<file path="src/rtl/lrle_pkg.sv">
`timescale 1ns / 1ps
package lrle_pkg;
   localparam int ColorWidth = 8;
   localparam int CountWidth = 25;
   localparam int SumWidth   = 32;

   typedef struct packed {
      logic [CountWidth-1:0] count;
      logic [SumWidth-1:0]   sum_red;
      logic [SumWidth-1:0]   sum_green;
      logic [SumWidth-1:0]   sum_blue;
      logic                  last;
   } group_type;

   typedef enum logic [1:0] {
      DIV_IDLE,
      DIV_RUN,
      DIV_DONE
   } div_state_type;
endpackage

</file>
<file path="src/rtl/lrle_front.sv">
`timescale 1ns / 1ps
module lrle_front #(
   parameter int MAX_FRAME_PIXELS = 16777216
) (
   input  logic                               clock,
   input  logic                               reset,
   input  logic [7:0]                         tolerance,
   input  logic                               in_valid,
   output logic                               in_stall,
   input  logic [7:0]                         red,
   input  logic [7:0]                         green,
   input  logic [7:0]                         blue,
   input  logic                               last_pixel,
   output logic                               q_push,
   output lrle_pkg::group_type                q_data,
   input  logic                               q_room2
);
   import lrle_pkg::*;

   logic                  run_open_ff, run_open_in;
   logic [23:0]           run_color_ff, run_color_in;
   logic                  group_open_ff, group_open_in;
   logic [23:0]           ref_ff, ref_in;
   logic [SumWidth-1:0]   sr_ff, sg_ff, sb_ff, sr_in, sg_in, sb_in;
   logic [CountWidth-1:0] cnt_ff, cnt_in;
   // A pixel that emits two groups pushes the second on the following cycle.
   logic                  pend_ff, pend_in;
   group_type             pend_data_ff, pend_data_in;

   logic [23:0] color;
   logic        fire, merge_ok, new_run, close, full;
   group_type   cur;

   function automatic logic near(input logic [7:0] a, input logic [7:0] b,
                                 input logic [7:0] t);
      logic [7:0] d;
      d = (a >= b) ? a - b : b - a;
      return d <= t;
   endfunction

   assign color    = {red, green, blue};
   assign in_stall = pend_ff || !q_room2;
   assign fire     = in_valid && !in_stall;
   assign merge_ok = near(red, ref_ff[23:16], tolerance) &&
                     near(green, ref_ff[15:8], tolerance) &&
                     near(blue, ref_ff[7:0], tolerance);
   assign new_run  = !(run_open_ff && color == run_color_ff);
   assign close    = new_run && group_open_ff && !merge_ok;
   assign full     = !close && group_open_ff &&
                     cnt_ff >= CountWidth'(MAX_FRAME_PIXELS);
   assign cur      = '{count: cnt_ff, sum_red: sr_ff, sum_green: sg_ff,
                       sum_blue: sb_ff, last: 1'b0};

   always_comb begin
      logic restart;
      run_open_in   = run_open_ff;
      run_color_in  = run_color_ff;
      group_open_in = group_open_ff;
      ref_in        = ref_ff;
      sr_in = sr_ff; sg_in = sg_ff; sb_in = sb_ff; cnt_in = cnt_ff;
      pend_in       = 1'b0;
      pend_data_in  = pend_data_ff;
      q_push        = pend_ff;
      q_data        = pend_data_ff;
      restart       = close || full || (new_run && !group_open_ff);
      if (fire) begin
         run_open_in  = 1'b1;
         run_color_in = color;
         group_open_in = 1'b1;
         if (restart) begin
            if (new_run || full) ref_in = color;
            sr_in = SumWidth'(red); sg_in = SumWidth'(green);
            sb_in = SumWidth'(blue); cnt_in = CountWidth'(1);
         end else begin
            sr_in = sr_ff + SumWidth'(red); sg_in = sg_ff + SumWidth'(green);
            sb_in = sb_ff + SumWidth'(blue); cnt_in = cnt_ff + 1'b1;
         end
         if (close || full) begin
            q_push = 1'b1;
            q_data = cur;
            if (last_pixel) begin
               pend_in = 1'b1;
               pend_data_in = '{count: cnt_in, sum_red: sr_in, sum_green: sg_in,
                                sum_blue: sb_in, last: 1'b1};
            end
         end else if (last_pixel) begin
            q_push = 1'b1;
            q_data = '{count: cnt_in, sum_red: sr_in, sum_green: sg_in,
                       sum_blue: sb_in, last: 1'b1};
         end
         if (last_pixel) begin
            run_open_in = 1'b0; run_color_in = '0; group_open_in = 1'b0;
            ref_in = '0; sr_in = '0; sg_in = '0; sb_in = '0; cnt_in = '0;
         end
      end
   end

   always_ff @(posedge clock) begin
      if (reset) begin
         run_open_ff <= 1'b0; run_color_ff <= '0; group_open_ff <= 1'b0;
         ref_ff <= '0; sr_ff <= '0; sg_ff <= '0; sb_ff <= '0; cnt_ff <= '0;
         pend_ff <= 1'b0;
      end else begin
         run_open_ff <= run_open_in; run_color_ff <= run_color_in;
         group_open_ff <= group_open_in; ref_ff <= ref_in;
         sr_ff <= sr_in; sg_ff <= sg_in; sb_ff <= sb_in; cnt_ff <= cnt_in;
         pend_ff <= pend_in;
      end
      pend_data_ff <= pend_data_in;
   end
endmodule

</file>
<file path="src/rtl/lrle_queue.sv">
`timescale 1ns / 1ps
module lrle_queue (
   input  logic                clock,
   input  logic                reset,
   input  logic                push,
   input  lrle_pkg::group_type push_data,
   output logic                room2,
   output logic                pop_valid,
   input  logic                pop,
   output lrle_pkg::group_type pop_data
);
   import lrle_pkg::*;

   localparam int Depth = 4;
   group_type  mem_ff [Depth];
   logic [1:0] wp_ff, rp_ff;
   logic [2:0] n_ff;

   assign room2     = n_ff <= 3'(Depth - 2);
   assign pop_valid = n_ff != '0;
   assign pop_data  = mem_ff[rp_ff];

   always_ff @(posedge clock) begin
      if (reset) begin
         wp_ff <= '0; rp_ff <= '0; n_ff <= '0;
      end else begin
         if (push) wp_ff <= wp_ff + 1'b1;
         if (pop)  rp_ff <= rp_ff + 1'b1;
         n_ff <= n_ff + 3'(push) - 3'(pop);
      end
      if (push) mem_ff[wp_ff] <= push_data;
   end
endmodule

</file>
<file path="src/rtl/lrle_back.sv">
`timescale 1ns / 1ps
module lrle_back (
   input  logic                clock,
   input  logic                reset,
   input  logic                q_valid,
   output logic                q_pop,
   input  lrle_pkg::group_type q_data,
   output logic                out_valid,
   input  logic                out_stall,
   output logic [24:0]         run_length,
   output logic [7:0]          avg_red,
   output logic [7:0]          avg_green,
   output logic [7:0]          avg_blue,
   output logic                last_run
);
   import lrle_pkg::*;

   // Three restoring dividers share one bit-serial step counter.
   div_state_type         st_ff, st_in;
   logic [5:0]            step_ff, step_in;
   logic [CountWidth-1:0] den_ff;
   logic                  last_ff;
   logic [SumWidth-1:0]   qr_ff, qg_ff, qb_ff;
   logic [CountWidth:0]   rr_ff, rg_ff, rb_ff;
   logic                  load, run;

   function automatic logic [CountWidth:0] rem_next(input logic [CountWidth:0] r,
         input logic b, input logic [CountWidth-1:0] d);
      logic [CountWidth+1:0] t;
      t = {r, b};
      if (t >= {2'b0, d}) t = t - {2'b0, d};
      return t[CountWidth:0];
   endfunction

   function automatic logic qbit(input logic [CountWidth:0] r, input logic b,
                                 input logic [CountWidth-1:0] d);
      return {r, b} >= {2'b0, d};
   endfunction

   always_comb begin
      st_in = st_ff; step_in = step_ff;
      case (st_ff)
         DIV_IDLE: if (q_valid) begin st_in = DIV_RUN; step_in = '0; end
         DIV_RUN: begin
            step_in = step_ff + 1'b1;
            if (step_ff == 6'(SumWidth - 1)) st_in = DIV_DONE;
         end
         DIV_DONE: if (!out_stall) st_in = DIV_IDLE;
         default: st_in = DIV_IDLE;
      endcase
   end

   always_comb begin
      load = 1'b0; run = 1'b0; out_valid = 1'b0;
      case (st_ff)
         DIV_IDLE: load = q_valid;
         DIV_RUN:  run = 1'b1;
         DIV_DONE: out_valid = 1'b1;
         default: ;
      endcase
   end
   assign q_pop = load;

   always_ff @(posedge clock) begin
      if (reset) begin
         st_ff <= DIV_IDLE; step_ff <= '0;
      end else begin
         st_ff <= st_in; step_ff <= step_in;
      end
      if (load) begin
         den_ff <= (q_data.count == '0) ? CountWidth'(1) : q_data.count;
         last_ff <= q_data.last;
         qr_ff <= q_data.sum_red; qg_ff <= q_data.sum_green;
         qb_ff <= q_data.sum_blue;
         rr_ff <= '0; rg_ff <= '0; rb_ff <= '0;
         run_length <= q_data.count;
      end else if (run) begin
         rr_ff <= rem_next(rr_ff, qr_ff[SumWidth-1], den_ff);
         rg_ff <= rem_next(rg_ff, qg_ff[SumWidth-1], den_ff);
         rb_ff <= rem_next(rb_ff, qb_ff[SumWidth-1], den_ff);
         qr_ff <= {qr_ff[SumWidth-2:0], qbit(rr_ff, qr_ff[SumWidth-1], den_ff)};
         qg_ff <= {qg_ff[SumWidth-2:0], qbit(rg_ff, qg_ff[SumWidth-1], den_ff)};
         qb_ff <= {qb_ff[SumWidth-2:0], qbit(rb_ff, qb_ff[SumWidth-1], den_ff)};
      end
   end

   assign avg_red   = qr_ff[7:0];
   assign avg_green = qg_ff[7:0];
   assign avg_blue  = qb_ff[7:0];
   assign last_run  = last_ff;
endmodule

</file>
<file path="src/rtl/lossy_rgb_run_length_encoder_top.sv">
`timescale 1ns / 1ps
// Lossy RGB run-length encoder.
// Input channel req_*: one pixel per transfer, req_last_pixel ends a frame.
// Result channel rsp_*: one merged group per transfer (count, averages, last flag).
// csr_write/csr_wdata set the merge tolerance; write only while idle.
// The front end takes one pixel per cycle while the group queue has room for two
// entries; a pixel that closes a group and also ends the frame holds req_stall
// one extra cycle. Groups wait in a four-entry queue.
// The back end divides the three channel sums by the count bit-serially; it
// loads a group from the queue head, divides it and holds the result until it
// is taken, and loads no new group before that.
// Reset clears runs, group, queue and tolerance (0). While rsp_stall is high the
// result holds, the queue fills, and then req_stall rises.
module lossy_rgb_run_length_encoder_top #(
   parameter int MAX_FRAME_PIXELS = 16777216
) (
   input  logic        clock,
   input  logic        reset,
   input  logic        csr_write,
   input  logic [7:0]  csr_wdata,
   input  logic        req_valid,
   output logic        req_stall,
   input  logic [7:0]  req_red,
   input  logic [7:0]  req_green,
   input  logic [7:0]  req_blue,
   input  logic        req_last_pixel,
   output logic        rsp_valid,
   input  logic        rsp_stall,
   output logic [24:0] rsp_run_length,
   output logic [7:0]  rsp_avg_red,
   output logic [7:0]  rsp_avg_green,
   output logic [7:0]  rsp_avg_blue,
   output logic        rsp_last_run
);
   import lrle_pkg::*;

   logic [7:0] tol_ff;
   logic       push, room2, qv, pop;
   group_type  pdata, qdata;

   always_ff @(posedge clock) begin
      if (reset) tol_ff <= '0;
      else if (csr_write) tol_ff <= csr_wdata;
   end

   lrle_front #(.MAX_FRAME_PIXELS(MAX_FRAME_PIXELS)) u_front (
      .clock, .reset, .tolerance(tol_ff), .in_valid(req_valid), .in_stall(req_stall),
      .red(req_red), .green(req_green), .blue(req_blue), .last_pixel(req_last_pixel),
      .q_push(push), .q_data(pdata), .q_room2(room2));

   lrle_queue u_queue (.clock, .reset, .push, .push_data(pdata), .room2,
      .pop_valid(qv), .pop, .pop_data(qdata));

   lrle_back u_back (.clock, .reset, .q_valid(qv), .q_pop(pop), .q_data(qdata),
      .out_valid(rsp_valid), .out_stall(rsp_stall), .run_length(rsp_run_length),
      .avg_red(rsp_avg_red), .avg_green(rsp_avg_green), .avg_blue(rsp_avg_blue),
      .last_run(rsp_last_run));
endmodule

</file>
<file path="config.mk">
export PLATFORM = sky130hd
export DESIGN_NAME = lossy_rgb_run_length_encoder_top
export DESIGN_NICKNAME = d
export VERILOG_FILES = /design/src/rtl/lrle_pkg.sv /design/src/rtl/lrle_front.sv /design/src/rtl/lrle_queue.sv /design/src/rtl/lrle_back.sv /design/src/rtl/lossy_rgb_run_length_encoder_top.sv
export SDC_FILE = /design/constraint.sdc
export NUM_CORES = 2
export LEC_CHECK = 0
export BUFFER_PORTS_ARGS = -buffer_cell sky130_fd_sc_hd__buf_2
export CORE_ASPECT_RATIO = 0.8
export CORE_MARGIN = 5
export CORE_UTILIZATION = 52
export DETAILED_ROUTE_END_ITERATION = 8
export GPL_TIMING_DRIVEN = 0
export PLACE_DENSITY = 0.68
export SYNTH_ARGS = -nofsm -noshare
export SYNTH_HDL_FRONTEND = slang
export SYNTH_SLANG_ARGS = --single-unit
</file>
<file path="constraint.sdc">
create_clock -name clock -period 16.3 [get_ports clock]
set_input_delay 1.63 -clock clock [delete_from_list [all_inputs] [get_ports clock]]
set_output_delay 1.63 -clock clock [all_outputs]
set_load 0.1 [all_outputs]
</file>
## After elaboration in Yosys (flattened, before gate mapping)

Memory sizes are Yosys's and may differ from the RTL's. A register that Yosys moved wholly into a read port is not among the register bits.
Cells that the tools add are included.
W data, S select, Z words.

- Bitwise operators: 2
- Add/sub/neg operators: 18
- Magnitude comparators: 11
- Reductions and logical operators: 31
- Mux-type cells: 45
- Equality and inequality tests: 7

Operators with widths:

| kind | count |
|---|---|
| $mux W32 | 12 |
| $mux W122 | 3 |
| $add A32 B8 Y32 | 3 |
| $mux W24 | 4 |
| $ge A27 B25 Y1 | 3 |
| $mux W26 | 3 |
| $sub A26 B25 Y26 | 3 |
| $mux W25 | 2 |
| $sub A8 B8 Y8 | 6 |
| $add A25 B1 Y25 const B | 1 |
| $ge A25 B25 Y1 const B | 1 |
| $logic_not A25 Y1 | 1 |
| $eq A24 B24 Y1 | 1 |
| $ge A8 B8 Y1 | 3 |
| $le A8 B8 Y1 | 3 |
| $mux W8 | 3 |
| $pmux W6 S2 | 1 |
| $mux W1 | 10 |
| $mux W2 | 5 |
| $logic_and A1 B1 Y1 | 9 |
| $reduce_bool A2 Y1 | 4 |
| $add A6 B1 Y6 const B | 1 |
| $eq A6 B5 Y1 const B | 1 |
| $logic_not A1 Y1 | 6 |
| 17 further kinds | 25 |

- Flip-flop bits (word level): 541
- Memories kept: 1
- Output and inout port bits: 52
- RAM bits: 488

Memories:

| memory | depth | bits a word | rd ports | clocked after Yosys merged registers in | wr ports | RTL line | text |
|---|---|---|---|---|---|---|---|
| u_queue.mem_ff | 4 | 122 | 1 | 1 | 1 | lrle_queue.sv:15 | `group_type mem_ff [Depth];` |

## Depth between registers and ports, before layout

- Word-level depth: 16
- Mapped depth: 29
- Gate-level depth less buffers: 27

## By module

From an unflattened synthesis, not the netlist that was laid out.

- Cells, all modules: 4762
- Area, all modules: 51993.6 um^2

Modules (own cells, without submodules):

| module | area each (um^2) | times used | cells an instance | sequential area each (um^2) |
|---|---|---|---|---|
| lrle_front | 20383.3 | 1 | 2577 | 7086.8 |
| lrle_queue | 18036.0 | 1 | 683 | 14834.2 |
| lrle_back | 13289.0 | 1 | 1476 | 6135.9 |
| lossy_rgb_run_length_encoder_top | 285.3 | 1 | 26 | 160.2 |

## Least setup slack after synthesis

OpenSTA, ideal clock, no wires.

- Kind: in2reg
- Start point: in req_green[0]
- End point: mem u_queue.mem_ff[0][0] (netlist name), enable pin
- Arrival: 10.953 ns
- Path slack: 4.728 ns
- Library setup time: 0.620 ns
- Required time: 15.680 ns
- Cell stages on the path: 22
- Path buffers: 2
- Path through: inv_1 > ha_1 > inv_1 > fa_1 > a21o_1 > a21o_1 > o221a_2 > o41a_1 > buf_4 > mux2_4 > a21oi_1 > nor2b_1 > a21oi_1 > xnor2_1 > ha_1 > nand4_1 > nor2_1 > o31a_1 > a41o_1 > buf_2 > a22o_1 > nor2b_1

- Word-level cells in the longest chain between the ends: 15
- Elaborated cells on any way between the ends: 21
- Those cells by class: add/sub (2); order compare (2); eq/ne (1); mux (5); reduce/logical (11)

Ends and longest elaborated chain:

| item | RTL line | text |
|---|---|---|
| start: declaration | lossy_rgb_run_length_encoder_top.sv:24 | `input logic [7:0] req_green,` |
| $sub A8 B8 Y8 / $ge A8 B8 Y1 (equally long branches) | lrle_front.sv:37 | `d = (a >= b) ? a - b : b - a;` |
| $mux W8 | lrle_front.sv:37 |  |
| $le A8 B8 Y1 | lrle_front.sv:38 | `return d <= t;` |
| $logic_and A1 B1 Y1 | lrle_front.sv:44 | `assign merge_ok = near(red, ref_ff[23:16], tolerance) &&` |
| $logic_and A1 B1 Y1 | lrle_front.sv:45 | `near(green, ref_ff[15:8], tolerance) &&` |
| $logic_not A1 Y1 | lrle_front.sv:48 | `assign close = new_run && group_open_ff && !merge_ok;` |
| $logic_and A1 B1 Y1 (*) | lrle_front.sv:48 |  |
| $logic_not A1 Y1 | lrle_front.sv:49 | `assign full = !close && group_open_ff &&` |
| $logic_and A1 B1 Y1 (2 in series) | lrle_front.sv:49 |  |
| $logic_or A1 B1 Y1 (*) | lrle_front.sv:78 | `if (close \|\| full) begin` |
| $mux W1 (*) | lrle_front.sv:78 |  |
| $mux W1 (*) | lrle_front.sv:66 | `if (fire) begin` |
| $mux W1 (*) | lrle_queue.sv:31 | `if (push) mem_ff[wp_ff] <= push_data;` |
| $mux W1 (implied by the code) (*) | lrle_queue.sv:31 |  |
| end: declaration | lrle_queue.sv:15 |  |

Mark *: on every way between the ends. The rest lies on a longest branch, timed or not.

==> results by group <==
Status
  • Status: finished, final reports clean

Synth
  • Syn Area/Cell: 11.4 um2
  • Syn Inst Count: 4566
  • Post-synth top flop: edfxtp_1
  • Syn Std Cell Area: 52200 um2
  • Number of synthesized flops with an enable pin: 757
  • Register area share after synthesis: 54.0%
  • Synth Area in Simple Gates: 12.7%
  • Post-Synth Adder-Cell Area: 4.74%
  • Yosys reg bits: 1031
  • Synthesis Warnings: 0
  • Cell variety after synth: 96
  • Combinational family with the most area after synthesis: simple AND/OR/NAND/NOR gates
  • Syn nets: 4794
  • Area share of the leading cell type in the synthesized netlist: 43.5%
  • Post-Synth XOR/XNOR Area: 3.67%
  • Synth area leaders: edfxtp_1, dfxtp_1, mux4_2, nand2_1, ha_1
  • Post-synth top area cell: edfxtp_1
  • Compound-Gate Fraction of Synth Area: 11.8%
  • Async set-reset flop share out of synthesis: 0%
  • Post-synthesis mux area share: 9.43%

CTS
  • CTS tree: yes
  • CTS Sinks: 1031
  • Post-CTS setup buffer count: 0
  • Clock Tree Root: clkbuf_16
  • Post-CTS sizing: 0
  • Num CTS Buffers: 103
  • Clock buffer depth: 3
  • Clock Latency Late Sink: 720 ps
  • H-tree depth: 3
  • Clock-pin slew on the worst setup and hold paths: 70 ps
  • CTS Hold Bufs: 0

Placed design
  • GPL Wtd Cong: 0.971
  • HPWL Detailed: 112000 um
  • Port bufs: 88
  • Dpl ws: 7530 ps

Setup path
  • Worst Setup End Kind: flop
  • Crit path max fanout: 10
  • CP dominant cell by count: a21oi_1
  • Arr. time, crit path: 8590 ps
  • Worst-path cell chain: buf_2 -> inv_1 -> ha_1 -> inv_1 -> fa_1 -> a21oi_1 -> o22ai_1 -> nor3_1 -> o21a_1 -> buf_2 -> mux2i_1 -> a21oi_1 -> o2111ai_1 -> a21oi_1 -> nor3b_1 -> ha_1 -> nand4_1 -> nor2_1 -> o31a_1 -> a41oi_1 -> clkbuf_1 -> clkbuf_1 -> o21ai_0 -> a2bb2oi_1
  • Worst r2r path cells: 22
  • R2r setup slk: 8900 ps
  • Critical Path Start Type: input port
  • R2R Path End: u_queue.mem_ff[0][35]
  • CP Launch Point: req_red[0]
  • Setup Crit Path Kind: in2reg
  • CP max stage cell: a2bb2oi_1
  • Worst Path Required: 16640 ps
  • Slowest stage delay, CP: 950 ps
  • RR Startpoint: u_front.ref_ff[8]
  • CP endpoint: u_queue.mem_ff[0][35]

Global routing
  • Largest net degree at the start of global routing: 62
  • Tot GR Track Use: 28.4%
  • Vias in the first global route: 36698
  • Grt total ovfl: 0
  • Initial antenna violation count: 5
  • First-pass GRT wire length: 230000 um

Die
  • Overall die width: 364 um
  • Initial Utilization: 52.1%
  • Io pins: 90
  • DIE AREA: 107000 um2
  • Core Area: 100000 um2
  • Row count: 104
  • Die H: 293 um

Timing
  • Slew @ Worst Pin: 1390 ps
  • Final min period: 8250 ps
  • Pins Over Slew Limit: 0
  • # setup viols final: 0
  • Relative max-transition margin: 7.13%
  • RSZ-0062 raised after global routing: false
  • Fin crit share: 50.6%
  • Setup TNS: 0 ps
  • Final WS setup: 8050 ps
  • Final Hold Fails: 0
  • Max Freq: 0.121 GHz
  • Skew final: 39.6 ps

Worst hold path
  • Worst min-delay path class: reg2reg

Drt
  • Via count: 38638
  • Via-to-Cell Ratio: 6.23
  • Wirelength, routed: 154000 um
  • Post-route ant nets: 0
  • WL/cell: 24.8 um
  • DRC viols: 0
  • Initial DRC Count: 4742
  • Initial DRT Pass Iterations: 6

Cells and area
  • Share of cells above drive strength 1: 11.7%
  • P&R area growth vs syn: 12.0%
  • Nets: 5013

Power
  • Peak VDD IR: 0.127 mV
  • PD cells: 180 nW/um2
  • Overall Power: 10500 uW
  • Lkg Pwr: 0.0221 uW

Job
  • Maxcap violations: 0
-- metal layers --
metal | share of wire, % | track usage [%] | up-vias
li1 | - | - | 17432
met1 | 43 | 41.8 | 19028
met2 | 43 | 41.7 | 1874
met3 | 11 | 7.12 | 296
met4 | 3.2 | 8.82 | 8
met5 | 0.13 | 0 | -
-- worst max-delay path: cells and delay by family --
| kind | cells | cell delay [ps] |
|---|---|---|
| AOI/OAI and AO/OA | 10 | 3510 |
| adders and majority gates | 3 | 840 |
| buffers and inverters | 6 | 1700 |
| muxes | 1 | 220 |
| and+or+nand+nor | 4 | 670 |
-- per-stage QoR --
step	utilization (%)	cell area, um2	instances	hold WS (ps)
2_1_floorplan	-	52200	4566	438
3_3_place_gp	54.2	54300	5979	453
3_5_place_dp	54.9	55000	6005	461
4_1_cts	58.4	58500	6199	475
5_1_grt	58.4	58500	6200	504
6_report	58.4	58500	6201	477
-- cells in the final DEF, fill, tap and decap left out, types with 16 or more instances in the layout --
| master | netlist | routed |
|---|---|---|
| a21o_1 | 102 | 102 |
| nand3_1 | 158 | 158 |
| buf_2 | 43 | 131 |
| o211ai_1 | 23 | 23 |
| a21oi_1 | 219 | 219 |
| dfxtp_1 | 274 | 274 |
| nor3b_1 | 23 | 23 |
| xnor2_1 | 141 | 141 |
| buf_1 | 26 | 26 |
| xor2_1 | 78 | 78 |
| ha_1 | 177 | 177 |
| buf_4 | 33 | 33 |
| o22ai_1 | 16 | 16 |
| mux4_2 | 146 | 146 |
| o2bb2ai_1 | 21 | 21 |
| inv_1 | 164 | 163 |
| nor2_1 | 193 | 192 |
| nand2b_1 | 22 | 22 |
| a31oi_1 | 33 | 33 |
| a221o_1 | 20 | 20 |
| clkbuf_16 | 0 | 104 |
| edfxtp_1 | 757 | 757 |
| buf_12 | 0 | 17 |
| clkinv_1 | 0 | 21 |
| nor4_1 | 54 | 54 |
| nand2_1 | 679 | 679 |
| o31ai_1 | 58 | 58 |
| a22o_1 | 27 | 27 |
| nor2b_1 | 29 | 25 |
| and3_1 | 66 | 66 |
| nand4_1 | 39 | 39 |
| nor3_1 | 69 | 69 |
| or3_1 | 32 | 32 |
| clkbuf_1 | 185 | 200 |
| o21ai_0 | 245 | 245 |
| mux2i_1 | 151 | 151 |
-- area by class of cell --
cell class | count | area [um2]
Fill cell | 8227 | 41700
Sequential cell | 1031 | 28200
Multi-Input combinational cell | 3080 | 22200
Clock buffer | 129 | 2780
Tap cell | 1325 | 1660
Buffer | 289 | 1280
Timing Repair Buffer | 114 | 1030
Clock inverter | 65 | 763
Inverter | 166 | 626
Antenna cell | 2 | 5.00
-- where the power goes --
group          total [uW]  internal [uW]  switching, uW
sequential           3720           3520            204
clock                2490           1420           1070
combinational        4300           1340           2960
-- flip-flops by register name, summed over array words and instances (netlist names), 24 cells and up, named ones only --
name / cells
u_back.run_length: 25
u_front.run_color_ff: 24
u_back.qg_ff: 32
u_back.rg_ff: 26
u_back.den_ff: 25
u_back.rr_ff: 26
u_back.qr_ff: 32
u_queue.mem_ff: 488
u_front.sg_ff: 32
u_front.ref_ff: 24
u_front.sb_ff: 32
u_back.qb_ff: 32
u_front.pend_data_ff: 122
u_front.sr_ff: 32
u_front.cnt_ff: 25
u_back.rb_ff: 26
-- synthesized netlist by cell type (27+ instances only) --
cell type / n
nor2b_1: 29
or3_1: 32
dfxtp_1: 274
a22o_1: 27
ha_1: 177
o31ai_1: 58
buf_4: 33
and3_1: 66
o21ai_0: 245
clkbuf_1: 185
nor2_1: 193
mux4_2: 146
nor3_1: 69
inv_1: 164
xnor2_1: 141
mux2i_1: 151
a21oi_1: 219
a21o_1: 102
nand2_1: 679
nor4_1: 54
nand3_1: 158
xor2_1: 78
buf_2: 43
a31oi_1: 33
nand4_1: 39
edfxtp_1: 757
-- logic make-up after synthesis --
family | after synthesis
adders and majority gates | 190
muxes | 308
DFF | 1031
and+or+nand+nor | 1429
AOI/OAI and AO/OA | 934
buffers and inverters | 455
xor gates and xnor gates | 219
-- worst min-delay path by stage --
stage | startpoint | end | slack, ps | depth (start not counted)
2_1_floorplan | u_back.rr_ff[25] | u_back.rr_ff[25] | 440 | 2
3_3_place_gp | u_back.rr_ff[25] | u_back.rr_ff[25] | 450 | 2
3_5_place_dp | u_front.ref_ff[23] | u_front.ref_ff[23] | 460 | 1
4_1_cts | u_back.rr_ff[2] | u_back.rr_ff[2] | 470 | 2
5_1_grt | u_back.rb_ff[17] | u_back.rb_ff[17] | 500 | 2
6_report | u_back.rr_ff[25] | u_back.rr_ff[25] | 480 | 2
Power figures use the tool's default switching activity.
